### src/pcel_pkg.sv
package pcel_pkg;

	// Field widths of the stream transactions
	localparam int KIND_W    = 2;
	localparam int ADDR_W    = 32;
	localparam int SPAN_W    = 32;
	localparam int SLOT_W    = 12;
	localparam int COUNT_W   = 13;
	localparam int STATUS_W  = 3;
	localparam int REGION_W  = 3;
	localparam int INDEX_W   = 12;

	// Request kinds
	localparam logic [KIND_W-1:0] KIND_LOAD   = 2'd0;
	localparam logic [KIND_W-1:0] KIND_ADD    = 2'd1;
	localparam logic [KIND_W-1:0] KIND_REMOVE = 2'd2;
	localparam logic [KIND_W-1:0] KIND_LOOKUP = 2'd3;

	// Result status codes
	localparam logic [STATUS_W-1:0] STAT_OK         = 3'd0;
	localparam logic [STATUS_W-1:0] STAT_NO_REGION  = 3'd1;
	localparam logic [STATUS_W-1:0] STAT_NO_EVENT   = 3'd2;
	localparam logic [STATUS_W-1:0] STAT_TABLE_FULL = 3'd3;
	localparam logic [STATUS_W-1:0] STAT_NOT_FOUND  = 3'd4;

	// Outcome of the shared comparator
	typedef struct packed {
		logic lt;
		logic eq;
	} cmp_res_t;

	// Region table update command
	typedef struct packed {
		logic set;
		logic clr;
	} reg_cmd_t;

endpackage

### src/pcel_cmp.sv
module pcel_cmp import pcel_pkg::*; #(
	parameter int W = 33
) (
	input  logic [W-1:0] x,
	input  logic [W-1:0] y,
	output cmp_res_t     res
);

	// Single unsigned magnitude and equality compare, shared by every scan and search step
	assign res.lt = (x < y);
	assign res.eq = (x == y);

endmodule

### config.mk
export PLATFORM = sky130hd
export DESIGN_NAME = pcel_cmp
export DESIGN_NICKNAME = d
export VERILOG_FILES = /design/src/pcel_pkg.sv /design/src/pcel_cmp.sv
export SDC_FILE = /design/constraint.sdc
export NUM_CORES = 1
export LEC_CHECK = 0
export ABC_CLOCK_PERIOD_IN_PS = 1700
export BUFFER_PORTS_ARGS = -buffer_cell sky130_fd_sc_hd__clkbuf_2
export CAP_MARGIN = 10
export CORE_AREA = 3 3 50 52
export DETAILED_ROUTE_END_ITERATION = 8
export DIE_AREA = 0 0 53 55
export PLACE_DENSITY = 0.85
export SLEW_MARGIN = 20
export SYNTH_ARGS = -nofsm -noshare
export SYNTH_HDL_FRONTEND = slang
export SYNTH_SLANG_ARGS = --single-unit
### constraint.sdc
create_clock -name vclk -period 1.7
set_clock_uncertainty 0.05 [all_clocks]
set_input_delay 0.17 -clock vclk [all_inputs]
set_output_delay 0.17 -clock vclk [all_outputs]
set_load 0.01 [all_outputs]
Word level (Yosys, flattened, before mapping) --
Index checks and enable logic that the tools add are counted.
Word-level totals: register bits 0, bits of input ports 66, output and inout port bits 2, logic and storage cells 2
Cells by class: order comparisons 1, eq/ne operators 1
Operators with widths (number):
- $eq 33x33->1 | 1
- $lt 33x33->1 | 1

Depth between registers and ports, before layout --
Gate-level depths: netlist (run 1).
depth after elaboration 1, mapped depth 7

Least setup slack after synthesis (run 1) --
No wires, ideal clock.
path type input -> output, start input port y[15], end output port res[1] (netlist name), arrival time 1.472 ns, required time 1.480 ns, path slack 0.008 ns, cell stages on the path 7, path through inv_1 ha_1 a21oi_1 nand2_1 a221o_1 o31a_1 a211oi_2
RTL lines:
- start: declaration | RTL line pcel_cmp.sv:5 | input logic [W-1:0] y,
- end: declaration | RTL line pcel_cmp.sv:6 | output cmp_res_t res

==> run summary, run 1 <==
Status = finished, violations left
Failing checks = setup timing
Minimum clock period = 1.86 ns
Util after Layout = 66.2%
CP delay by family, top = compound AO/OA/AOI/OAI gates
Maxcap violations = 0
Total power = 302 uW
Global Route Usage Sum = 13.0%
VDD IR max = 0.119 mV
Crit share post-route = 109%
DP HPWL = 1.91 mm
Final setup margin = -0.157 ns
Syn Nets = 216
Pre-CTS WS = -0.225 ns
Design area = 1420 sq um
Chip height = 55 microns
Slew @ Worst Pin = 0.237 ns
DRT Pass-1 Iters = 4
Fin Hold WS = 0.757 ns
Final setup viols = 1
Leak = 0.869 nW
Syn-to-layout area delta = 69.2%
Layout filler cell count = 204
Pin count of the biggest net entering global routing = 4
Commonest non-fill, non-tap cell in the layout = clkbuf_2
Row count = 17
Chip width = 53 microns
Post-Route WL = 2.14 mm
GRT overflow = 0
Fmax = 538 MHz
Crit path DAT = 1.64 ns
Startpoint types = input port
Hold EP = res[0]
DR vias/cell = 4.72
Routed vias = 1048
Vias in the first global route = 888
Share of post-route cells with drive strength above 1 = 51.0%
Synthesized area = 841 sq um
WS Path Type = in -> out
Buf/Inv on CP = 3
Synth unique cells = 17
DR iter-0 viols = 2
CP max stage cell = a221o_1
Power per cell area = 212 nW/um^2
Number of diodes = 0
IO Port Bufs = 68
Setup TNS = -0.157 ns
Worst Path Required = 1.48 ns
Worst-path cell chain = clkbuf_2, inv_1, ha_1, nand4_1, nor3_2, a221o_1, o31a_1, a211oi_2, buf_2
Die ar. = 2920 sq um
Placed cell count = 220
Cell count after synthesis = 117
Most frequent cells in the layout = clkbuf_2, inv_1, ha_1, a21oi_1
Multi-input gate area = 842 sq um
Unrepaired setup endpoints after global routing = yes
Antenna violations before repair = 0
Slew Limit Fails = 0
Core area = 2150 sq um
Worst path depth = 9
Crit-path max FO = 2
Routed WL per cell = 9.64 microns
DRC = 0
Crit path largest cell delay = 0.29 ns
Initial Util = 39.1%
Final #Nets = 295
Final Non-Filler Cells = 222
Hold Crit Class = in -> out
Max_slew headroom = 84.0%
Fin. Hold Viols = 0
Hold Path Depth = 5
Sequential cell area fraction in the yosys report = 0%
Syn avg cell area = 7.19 sq um
Antenna-violating nets left = 0
Ports = 68
Clock buffers = 0
Dpl cell area = 1270 sq um
Gpl congestion = 0.663
FF/Latch Area = 0 sq um
FF+latch count = 0
Synthesis Warnings = 0
Worst setup EP type = output pin
Hold Startpoint = y[0]
First-pass GRT wire length = 3.04 mm
[synth_stat cells, drive strengths merged]
cell type   n  area share, %
a21o        4            3.6
o31a        1            1.0
a21oi      13            7.7
nand4       5            3.7
o21ai       5            3.0
a221o       1            1.2
nor3        1            1.2
ha         33             49
a211oi      3            3.3
and4bb      1            1.5
inv        34             15
nor2        3            1.3
nand2       6            2.7
nand3       4            2.4
and4        3            3.1
[report_power, final]
part / internal, mW / switching, mW / leakage, nW
combinational: 0.171 / 0.131 / 0.869
clock: 0 / 0 / 0
sequential: 0 / 0 / 0
[cells by family after synthesis]
| logic type | count (synthesis) | synth area share, % |
|---|---|---|
| AOI/OAI and AO/OA | 27 | 19.8 |
| adders and majority gates | 33 | 49.1 |
| buffers and inverters | 34 | 15.2 |
| and+or+nand+nor | 23 | 15.9 |
[repair_timing]
item	in CTS	in global routing
setup buffers	1	1
resized for setup	6	18
pin swaps	7	10
hold buffers	0	0
setup endpoints to repair	2	2
[final cells by class]
cell class         count  area share (%)
inverters             34            8.97
multi-input cells     83            59.2
well taps             28            2.46
repair buffers        77            29.4
[routing by layer]
layer | up-vias | track usage, % | share of wire (%)
li1 | 563 | - | -
met1 | 446 | 12.7 | 36
met2 | 39 | 30.6 | 55
met3 | 0 | 0.536 | 8.8
met4 | 0 | 0 | 0
met5 | - | 0 | 0
[worst max-delay path by stage]
stage / end / slack, ns / start
3_3_place_gp: res[1] / -0.20 / y[15]
4_1_cts: res[1] / -0.17 / y[11]
5_1_grt: res[1] / -0.23 / y[9]
6_report: res[1] / -0.16 / y[9]
3_5_place_dp: res[1] / -0.22 / y[15]
2_1_floorplan: res[1] / 0.008 / y[15]
(Power assumes the default switching activity.)
==> inputs of run 2 (changes only) <==
- ABC_AREA: not set -> 1
- CORE_AREA: 3 3 50 52 -> 3 3 53 55
- DIE_AREA: 0 0 53 55 -> 0 0 56 58
- PLACE_DENSITY: 0.85 -> 0.82
==> run 2 against run 1 <==
  * The flow now finishes without violations
  * First-iteration DRC count grew to 2.5 times the previous value
  * Critical path depth grew 4
  * Synthesized cell count grew 39%
  * Sequential share of layout area is the same
  * Design area shrank 6.7%
==> run summary, run 2 <==
Total setup buffers inserted after CTS = 0
Cell count after synthesis = 163
Leak = 0.960 nW
Util after Layout = 54.6%
Crit share post-route = 90.4%
Slew @ Worst Pin = 0.209 ns
Syn avg cell area = 5.83 sq um
Maxcap violations = 0
Syn-to-layout area delta = 39.8%
Clock buffers = 0
IO Port Bufs = 68
Final setup viols = 0
Routed WL per cell = 7.47 microns
Worst setup EP type = output pin
Area leader, netlist = ha_1
Commonest cells post-synth = inv_1, nand2_1, ha_1
Placed cell count = 261
Design area = 1330 sq um
Global Route Usage Sum = 12.3%
DRC = 0
Sequential cell area fraction in the yosys report = 0%
Status = finished clean
Chip height = 58 microns
Final Non-Filler Cells = 261
Top cell type's share of synthesized area = 43.5%
Final #Nets = 332
Hold Crit Class = in -> out
Antenna-violating nets left = 0
Unrepaired setup endpoints after global routing = no
Post-CTS sizing = 0
Initial Util = 39.0%
Crit-path max FO = 3
Hold Buf Count CTS = 0
Fmax = 650 MHz
Hold Startpoint = y[0]
Hold EP = res[0]
DRT Pass-1 Iters = 2
FF+latch count = 0
Most frequent cells in the layout = clkbuf_2, inv_1, nand2_1, ha_1, a21oi_1
VDD IR max = 0.104 mV
Synth area leaders = ha_1, inv_1, nand2_1, a21oi_1, nor2_2
Routed vias = 1113
Minimum clock period = 1.54 ns
WS Path Type = in -> out
Die ar. = 3250 sq um
Number of diodes = 0
Fin. Hold Viols = 0
DR iter-0 viols = 5
Crit path DAT = 1.32 ns
Pin count of the biggest net entering global routing = 4
Post-Route WL = 1.95 mm
DP HPWL = 1.96 mm
FF/Latch Area = 0 sq um
Synthesized area = 950 sq um
Synthesis Warnings = 0
Startpoint types = input port
Chip width = 56 microns
Row count = 18
Power per cell area = 194 nW/um^2
Most numerous cell in the Yosys netlist = inv_1
Max_slew headroom = 85.9%
Gpl congestion = 0.723
First-pass GRT wire length = 3.53 mm
Hold Path Depth = 5
Vias in the first global route = 1026
Synth unique cells = 11
GRT overflow = 0
Syn Nets = 262
Ports = 68
Commonest non-fill, non-tap cell in the layout = clkbuf_2
Slew Limit Fails = 0
Share of post-route cells with drive strength above 1 = 32.9%
Worst Path Required = 1.48 ns
Antenna violations before repair = 0
Dpl cell area = 1330 sq um
Setup TNS = 0 ns
Core area = 2430 sq um
DR vias/cell = 4.26
==> run 2: cell types whose count changed after synthesis, moves of 3 or more <==
| cell | previous run | this run |
|---|---|---|
| and4_1 | 3 | 0 |
| inv_1 | 34 | 49 |
| nand2_1 | 6 | 47 |
| nand4_1 | 5 | 0 |
| nor2_1 | 3 | 8 |
| nor2_2 | 0 | 6 |
| o21ai_0 | 4 | 1 |
==> run 2: cell type report <==
class | instances | area (sq um)
Timing Repair Buffer | 68 | 340
Multi-Input combinational cell | 114 | 766
Tap cell | 30 | 37.5
Fill cell | 262 | 1100
Inverter | 49 | 184
==> run 2: critical path, cell delays in order <==
cell and delay [ns]:
clkbuf_2 0.08, inv_1 0.03, ha_1 0.28, nand2_1 0.06
nor2_2 0.13, nand2_2 0.08, nor2_2 0.12, nand2_1 0.06
nand2_1 0.05, nor2_1 0.03, nand2_1 0.06, inv_1 0.03
clkbuf_2 0.12
==> run 2: power by group <==
group | internal [mW] | total (mW) | leakage, nW | switching (mW)
sequential | 0 | 0 | 0 | 0
clock | 0 | 0 | 0 | 0
combinational | 0.133 | 0.258 | 0.960 | 0.124
==> run 2: through the flow <==
step | setup slack [ns] | hold slack [ns] | power (mW)
after floorplan | 0.299 | 0.624 | 0.156
after global placement | 0.152 | 0.840 | 0.256
after detailed placement | 0.147 | 0.838 | 0.262
after CTS | 0.141 | 0.838 | 0.263
after global routing | 0.00000711 | 0.881 | 0.311
final | 0.162 | 0.825 | 0.258
==> run 2: worst max-delay path by stage <==
stage | start | endpoint | slack, ns | cells past startpoint
after floorplan | y[24] | res[0] | 0.30 | 6
after global placement | y[24] | res[0] | 0.15 | 8
after detailed placement | y[30] | res[1] | 0.15 | 13
after CTS | y[8] | res[1] | 0.14 | 13
after global routing | y[4] | res[1] | 0.000007 | 13
final | y[30] | res[1] | 0.16 | 13
==> run 2: metal layers <==
metal	vias to the layer above	GRT usage, %	part of all wire (%)
met5	-	0	0
met4	0	1.36	0
met1	444	13.9	41
met2	38	25.5	50
li1	631	-	-
met3	0	1.11	9.2
==> run 2: kinds of logic (layout without fill, tap and decap cells) <==
kind of cell    count (synthesis)  count (layout)  synth area share (%)
buf+inv                        49             117                  19.4
simple gates                   66              66                  28.7
compound gates                 15              15                  8.43
fa+ha+maj                      33              33                  43.5
