$ cat config.mk
export PLATFORM = sky130hd
export DESIGN_NAME = pcel_regions
export DESIGN_NICKNAME = d
export VERILOG_FILES = /design/src/pcel_pkg.sv /design/src/pcel_regions.sv
export SDC_FILE = /design/constraint.sdc
export NUM_CORES = 1
export LEC_CHECK = 0
export ABC_AREA = 1
export BUFFER_PORTS_ARGS = -buffer_cell sky130_fd_sc_hd__clkbuf_2
export CORE_MARGIN = 5
export CORE_UTILIZATION = 55
export DETAILED_ROUTE_END_ITERATION = 8
export PLACE_DENSITY = 0.76
export REMOVE_ABC_BUFFERS = 1
export SLEW_MARGIN = 20
export SYNTH_ARGS = -nofsm -noshare
export SYNTH_HDL_FRONTEND = slang
export SYNTH_SLANG_ARGS = --single-unit
$ cat constraint.sdc
create_clock -name clk -period 0.8 [get_ports clk]
set_input_delay 0.16 -clock clk [delete_from_list [all_inputs] [get_ports clk]]
set_output_delay 0.16 -clock clk [all_outputs]
set_load 0.02 [all_outputs]
$ cat src/pcel_pkg.sv
package pcel_pkg;

	// Field widths of the stream transactions
	localparam int KIND_W    = 2;
	localparam int ADDR_W    = 32;
	localparam int SPAN_W    = 32;
	localparam int SLOT_W    = 12;
	localparam int COUNT_W   = 13;
	localparam int STATUS_W  = 3;
	localparam int REGION_W  = 3;
	localparam int INDEX_W   = 12;

	// Request kinds
	localparam logic [KIND_W-1:0] KIND_LOAD   = 2'd0;
	localparam logic [KIND_W-1:0] KIND_ADD    = 2'd1;
	localparam logic [KIND_W-1:0] KIND_REMOVE = 2'd2;
	localparam logic [KIND_W-1:0] KIND_LOOKUP = 2'd3;

	// Result status codes
	localparam logic [STATUS_W-1:0] STAT_OK         = 3'd0;
	localparam logic [STATUS_W-1:0] STAT_NO_REGION  = 3'd1;
	localparam logic [STATUS_W-1:0] STAT_NO_EVENT   = 3'd2;
	localparam logic [STATUS_W-1:0] STAT_TABLE_FULL = 3'd3;
	localparam logic [STATUS_W-1:0] STAT_NOT_FOUND  = 3'd4;

	// Outcome of the shared comparator
	typedef struct packed {
		logic lt;
		logic eq;
	} cmp_res_t;

	// Region table update command
	typedef struct packed {
		logic set;
		logic clr;
	} reg_cmd_t;

endpackage

$ cat src/pcel_regions.sv
module pcel_regions import pcel_pkg::*; #(
	parameter int SLOTS = 8,
	parameter int AW    = 32,
	parameter int IW    = 3
) (
	input  logic               clk,
	input  logic               arst_n,
	input  logic [IW-1:0]      idx,
	input  reg_cmd_t           cmd,
	input  logic [AW-1:0]      wr_start,
	input  logic [AW:0]        wr_end,
	input  logic [SLOT_W-1:0]  wr_first,
	input  logic [COUNT_W-1:0] wr_count,
	output logic               rd_valid_q,
	output logic [AW-1:0]      rd_start_q,
	output logic [AW:0]        rd_end_q,
	output logic [SLOT_W-1:0]  rd_first_q,
	output logic [COUNT_W-1:0] rd_count_q
);

	logic [AW-1:0]      start_mem [SLOTS];
	logic [AW:0]        end_mem   [SLOTS];
	logic [SLOT_W-1:0]  first_mem [SLOTS];
	logic [COUNT_W-1:0] count_mem [SLOTS];
	logic [SLOTS-1:0]   valid_q;

	// Write the entry on add, read the addressed entry every cycle
	always_ff @(posedge clk) begin
		if (cmd.set) begin
			start_mem[idx] <= wr_start;
			end_mem[idx]   <= wr_end;
			first_mem[idx] <= wr_first;
			count_mem[idx] <= wr_count;
		end
		rd_start_q <= start_mem[idx];
		rd_end_q   <= end_mem[idx];
		rd_first_q <= first_mem[idx];
		rd_count_q <= count_mem[idx];
	end

	// Hold the valid flags; set on add, drop on remove
	always_ff @(posedge clk or negedge arst_n) begin
		if (!arst_n) begin
			valid_q    <= '0;
			rd_valid_q <= 1'b0;
		end else begin
			if (cmd.set) begin
				valid_q[idx] <= 1'b1;
			end else if (cmd.clr) begin
				valid_q[idx] <= 1'b0;
			end
			rd_valid_q <= valid_q[idx];
		end
	end

endmodule

# --- Word-level counts from Yosys, hierarchy flattened ---
# Memories as Yosys holds them, arrays and structs flattened. A register that Yosys moved wholly into a read port is not among the register bits.
# Index checks and enable logic that the tools add are counted.
word_totals:
  word_cells: 21
  latchBits: 0
  reg_bits: 9
  ram_bits: 720
  memories: 4
  rom_bits: 0
  out_inout_bits: 91
classes:
  n_div: 0
  n_mul: 0
  mux: 8
  n_bitwise: 3
  n_lt_le_gt_ge: 2
  eq_ne: 0
  n_reduce_logical: 2
  n_shift: 0
  addsub: 0
mem_list:
  columns: ["name", "words", "width", "rd", "rd_ports_with_merged_regs", "wr", "line", "source"]
  rows:
  - ["end_mem", 8, 33, 1, 1, 1, "pcel_regions.sv:22", "logic [AW:0] end_mem [SLOTS];"]
  - ["start_mem", 8, 32, 1, 1, 1, "pcel_regions.sv:21", "logic [AW-1:0] start_mem [SLOTS];"]
  - ["count_mem", 8, 13, 1, 1, 1, "pcel_regions.sv:24", "logic [COUNT_W-1:0] count_mem [SLOTS];"]
  - ["first_mem", 8, 12, 1, 1, 1, "pcel_regions.sv:23", "logic [SLOT_W-1:0] first_mem [SLOTS];"]
ops:
  columns: ["op", "n"]
  rows:
  - ["$mux W8", 2]
  - ["$and A8 B8 Y8", 1]
  - ["$not A8 Y8", 1]
  - ["$or A8 B8 Y8", 1]
  - ["$lt A3 B4 Y1 const B", 1]
  - ["$mux W1", 4]
  - ["$bmux W1 S3", 1]
  - ["$demux W1 S3", 1]
  - ["$ge A3 B1 Y1 const B", 1]
  - ["$reduce_bool A2 Y1", 1]
  - ["$logic_and A1 B1 Y1", 1]

# --- Longest topological paths before layout ---
depth:
  depth_word: 8
  mapped_depth: 9
  mapped_depth_nobuf: 7

# --- Worst setup path before layout ---
# No wires, ideal clock.
synth_timing:
  kind: "input port to flip-flop"
  startpoint: "input port idx[0]"
  endpoint: "memory count_mem[2][0] (enable)"
  arrival_ns: 4.455
  n_path_buf: 2
  setup_ns: 0.539
  stages: 5
  path_slack_ns: -4.195
  cell_sequence: "inv_2 > buf_2 > buf_2 > nand3_1 > nor2_1"
synth_lines:
  columns: ["item", "line", "source"]
  rows:
  - ["from (decl)", "pcel_regions.sv:8", "input logic [IW-1:0] idx,"]
  - ["to (decl)", "pcel_regions.sv:24", null]
# Straight into the memory's write port.

# --- Final worst setup path ---
layout_timing:
  startpoint: "register rd_count_q[3], read port of count_mem"
  endpoint: "output port rd_count_q[3]"
layout_lines:
  columns: ["item", "line", "source"]
  rows:
  - ["from (decl)", "pcel_regions.sv:18", "output logic [COUNT_W-1:0] rd_count_q"]
# No word-level cell between the ends.

==> qor.json <==
{
  "timing": {
    "setup_tns_ps": -57230,
    "finalCritPeriodShare": 1.621,
    "fmax_mhz": 771.3,
    "setup_viol": 335,
    "max_slew_margin": 0.5610,
    "finalHoldWorstSlack_ps": -6.823,
    "tightest_slew_ps": 658.4,
    "period_minus_slack_ps": 1296,
    "grt_setup_unrepaired": "true",
    "clock-skew-final_ps": 30.11,
    "final_max_slew_violation_count": 0,
    "setup_ws_ps": -496.5,
    "hold_vio_cnt_final": 1
  },
  "logic_synthesis": {
    "postSynthAreaPerCell_um2": 10.93,
    "synth-async-reset-ratio": 0.01099,
    "summed_instance_area_of_the_synthesized_netlist_um2": 31850,
    "post_syn_instances": 2915,
    "synth_top_area_share": 0.6788,
    "synth_common_cells": "1912 x sky130_fd_sc_hd__nand2_1, 720 x sky130_fd_sc_hd__edfxtp_1, 90 x sky130_fd_sc_hd__dfxtp_1, 70 x sky130_fd_sc_hd__buf_2, 26 x sky130_fd_sc_hd__clkbuf_1",
    "synth-edff-count": 720,
    "library_cell_with_the_largest_summed_area_after_synthesis": "sky130_fd_sc_hd__edfxtp_1",
    "synth.ff_latch_count": 819,
    "synth_cell_type_count": 18,
    "synth.top_cells.by_area": "sky130_fd_sc_hd__edfxtp_1 68%, sky130_fd_sc_hd__nand2_1 23%, sky130_fd_sc_hd__dfxtp_1 5.7%, sky130_fd_sc_hd__buf_2 1.1%, sky130_fd_sc_hd__buf_6 0.81%",
    "share_of_the_yosys_chip_area_belonging_to_registers": 0.7425,
    "yosys_warnings": 0,
    "dominantRegCellSynth": "sky130_fd_sc_hd__edfxtp_1",
    "yosys.cell_count.top_type": "sky130_fd_sc_hd__nand2_1"
  },
  "grt": {
    "global_route_wire_length_before_repair_um": 125000,
    "grt_antenna_before_repair": 7,
    "grt_pass1_vias": 22500,
    "grt_max_degree": 63,
    "grt_overflow": 0,
    "grtUsageTotal": 0.2528
  },
  "worst_hold_path": {
    "hold_path_class": "primary input to flop"
  },
  "floorplanning": {
    "start_util": 0.5531,
    "die-width_um": 250.6,
    "coreArea_um2": 57590,
    "ioPinCount": 188,
    "die_height_um": 250.6,
    "die_area_um2": 62820,
    "floorplan.rows": 88
  },
  "power_and_ir_drop": {
    "pwr_density_cell_nw_per_um2": 2382,
    "leakage_nw": 17.27,
    "fin_total_pwr_mw": 97.27,
    "peakVddDrop_mv": 1.891
  },
  "clock_network": {
    "cts_tree": "built",
    "total_cts_buffers": 82,
    "worst_skew_pair.late_latency_ps": 630,
    "ctsHtreeMaxLevel": 3,
    "cts.sinks": 819,
    "clock_tree.root_cell": "sky130_fd_sc_hd__clkbuf_16",
    "clockBufferDepth": 3,
    "cts.reportedPaths.clkPinSlew_ps": 60
  },
  "routing": {
    "antenna_left": 0,
    "per_cell_routed_wire_length_um": 21.13,
    "route.vias.total": 23140,
    "drt-initial-drc-count": 2920,
    "drt-total-wl_um": 87960,
    "dr.pass1.iters": 8,
    "vias_per_cell": 5.561,
    "drt_drc_violations_left": 0
  },
  "worst_setup_path": {
    "timing.reg2reg.worst_path_depth": 6,
    "cp.buffers_inverters": 1,
    "critical_path_required_ps": 640,
    "worst_setup_path_startpoint": "rd_count_q[3]",
    "timing.critical_path.depth": 1,
    "endpoint": "rd_count_q[3]",
    "timing.critical_path.cells": "buf_8",
    "end_kind": "output pin",
    "startpoint_of_the_lowest_slack_register_to_register_path": "end_mem[6][11]",
    "crit_slowest_cell": "sky130_fd_sc_hd__dfxtp_4",
    "crit_path_start_kind": "flop",
    "cpPeakStageDelay_ps": 390,
    "critical_path.max_fanout": 1,
    "reg2reg_to": "rd_end_q[11]",
    "timing.critical_path.max_delay_family": "flip-flops",
    "critical_path_start_end_classification": "flop to output pin",
    "cp.arrival_ps": 1140,
    "r2r_slack_ps": -250
  },
  "place": {
    "portBuffers": 187,
    "globalplace.congestion": 0.8305,
    "estimated_wirelength_of_the_detail_placed_design_um": 44740
  },
  "layout": {
    "finalNetCount": 3419,
    "fraction_of_final_layout_cells_sized_beyond_drive_strength_1": 0.2040,
    "area.growth.synth_to_final_pct": 28.23
  },
  "run_status": {
    "status": "finished with violations",
    "violations": "hold timing, setup timing"
  },
  "flow_run": {
    "max_cap_viol_count": 0
  }
}
[cell families after synthesis]
kind of cell    count (synthesis)  share of synthesized area
compound gates                 13                   0.002043
buf+inv                       149                    0.02715
flops                         819                     0.7425
simple gates                 1934                     0.2283
[per-layer routing]
layer | global-route usage | wire length [um] | vias up | share of wire
li1 | - | - | 10320 | -
met1 | 0.3401 | 32550 | 11060 | 0.37
met3 | 0.04008 | 8899 | 253 | 0.10
met4 | 0.08826 | 3185 | 6 | 0.036
met2 | 0.4244 | 43290 | 1503 | 0.49
met5 | 0 | 28 | - | 0.00032
[cell usage in the layout, fill, tap and decap left out, types with 18 or more instances in the layout]
cell / instances
sky130_fd_sc_hd__nand2_1: 1824
sky130_fd_sc_hd__edfxtp_1: 720
sky130_fd_sc_hd__dlygate4sd3_1: 99
sky130_fd_sc_hd__clkbuf_16: 97
sky130_fd_sc_hd__clkbuf_2: 92
sky130_fd_sc_hd__buf_8: 92
sky130_fd_sc_hd__nand2_2: 86
sky130_fd_sc_hd__buf_4: 82
sky130_fd_sc_hd__dfxtp_2: 80
sky130_fd_sc_hd__buf_12: 63
sky130_fd_sc_hd__buf_16: 18
[power breakdown]
part	leakage (nW)	switching [mW]	total, mW	internal, mW
registers	7.42	0.784	49.1	48.4
clock network	1.34	16.5	39.1	22.5
logic	8.51	5.39	9.04	3.66
total	17.3	22.7	97.3	74.6
[flip-flops by register name, indices dropped and copies added (netlist names), named ones only]
name and count:
end_mem 264, rd_count_q 13, rd_end_q 33, rd_valid_q 1
count_mem 104, rd_first_q 12, start_mem 256, first_mem 96
rd_start_q 32
[what timing repair did]
action	in CTS	in global routing
endpoints found under the setup margin	558	680
gates resized for setup	324	205
pin swaps	202	160
cloned	12	14
hold buffers	98	3
buffers inserted	19	4
hold endpoints to repair	747	3
[layout make-up]
| cell class | count | area [um^2] |
|---|---|---|
| Timing Repair inverter | 1 | 8.758 |
| Clock buffer | 110 | 2290 |
| Fill cell | 3347 | 16740 |
| Timing Repair Buffer | 465 | 5619 |
| Multi-Input combinational cell | 1947 | 7670 |
| Antenna cell | 5 | 12.51 |
| Sequential cell | 819 | 23790 |
| Inverter | 6 | 58.81 |
| Tap cell | 765 | 957.2 |
| Clock inverter | 44 | 440.4 |
[through the flow]
step	worst slack (ps)	instances	util	area, um^2	hold slack (ps)
floorplan	-6924	2772	-	31010	-135.6
global placement	-800.5	3856	0.6025	34690	30.27
detailed placement	-804.4	3856	0.6025	34690	41.34
CTS	-535.7	4139	0.6951	40020	-61.26
global route	-528.8	4160	0.7092	40840	-8.552
finish	-496.5	4162	0.7092	40840	-6.823
[how the worst min path moves through the flow]
stage	startpoint	endpoint	depth (start not counted)
2_1_floorplan	arst_n	async pin	0
3_3_place_gp	arst_n	rd_valid_q	1
3_5_place_dp	arst_n	rd_valid_q	1
4_1_cts	cmd[1]	flop	4
5_1_grt	cmd[1]	flop	4
6_report	cmd[1]	flop	4
Power figures use the tool's default switching activity.
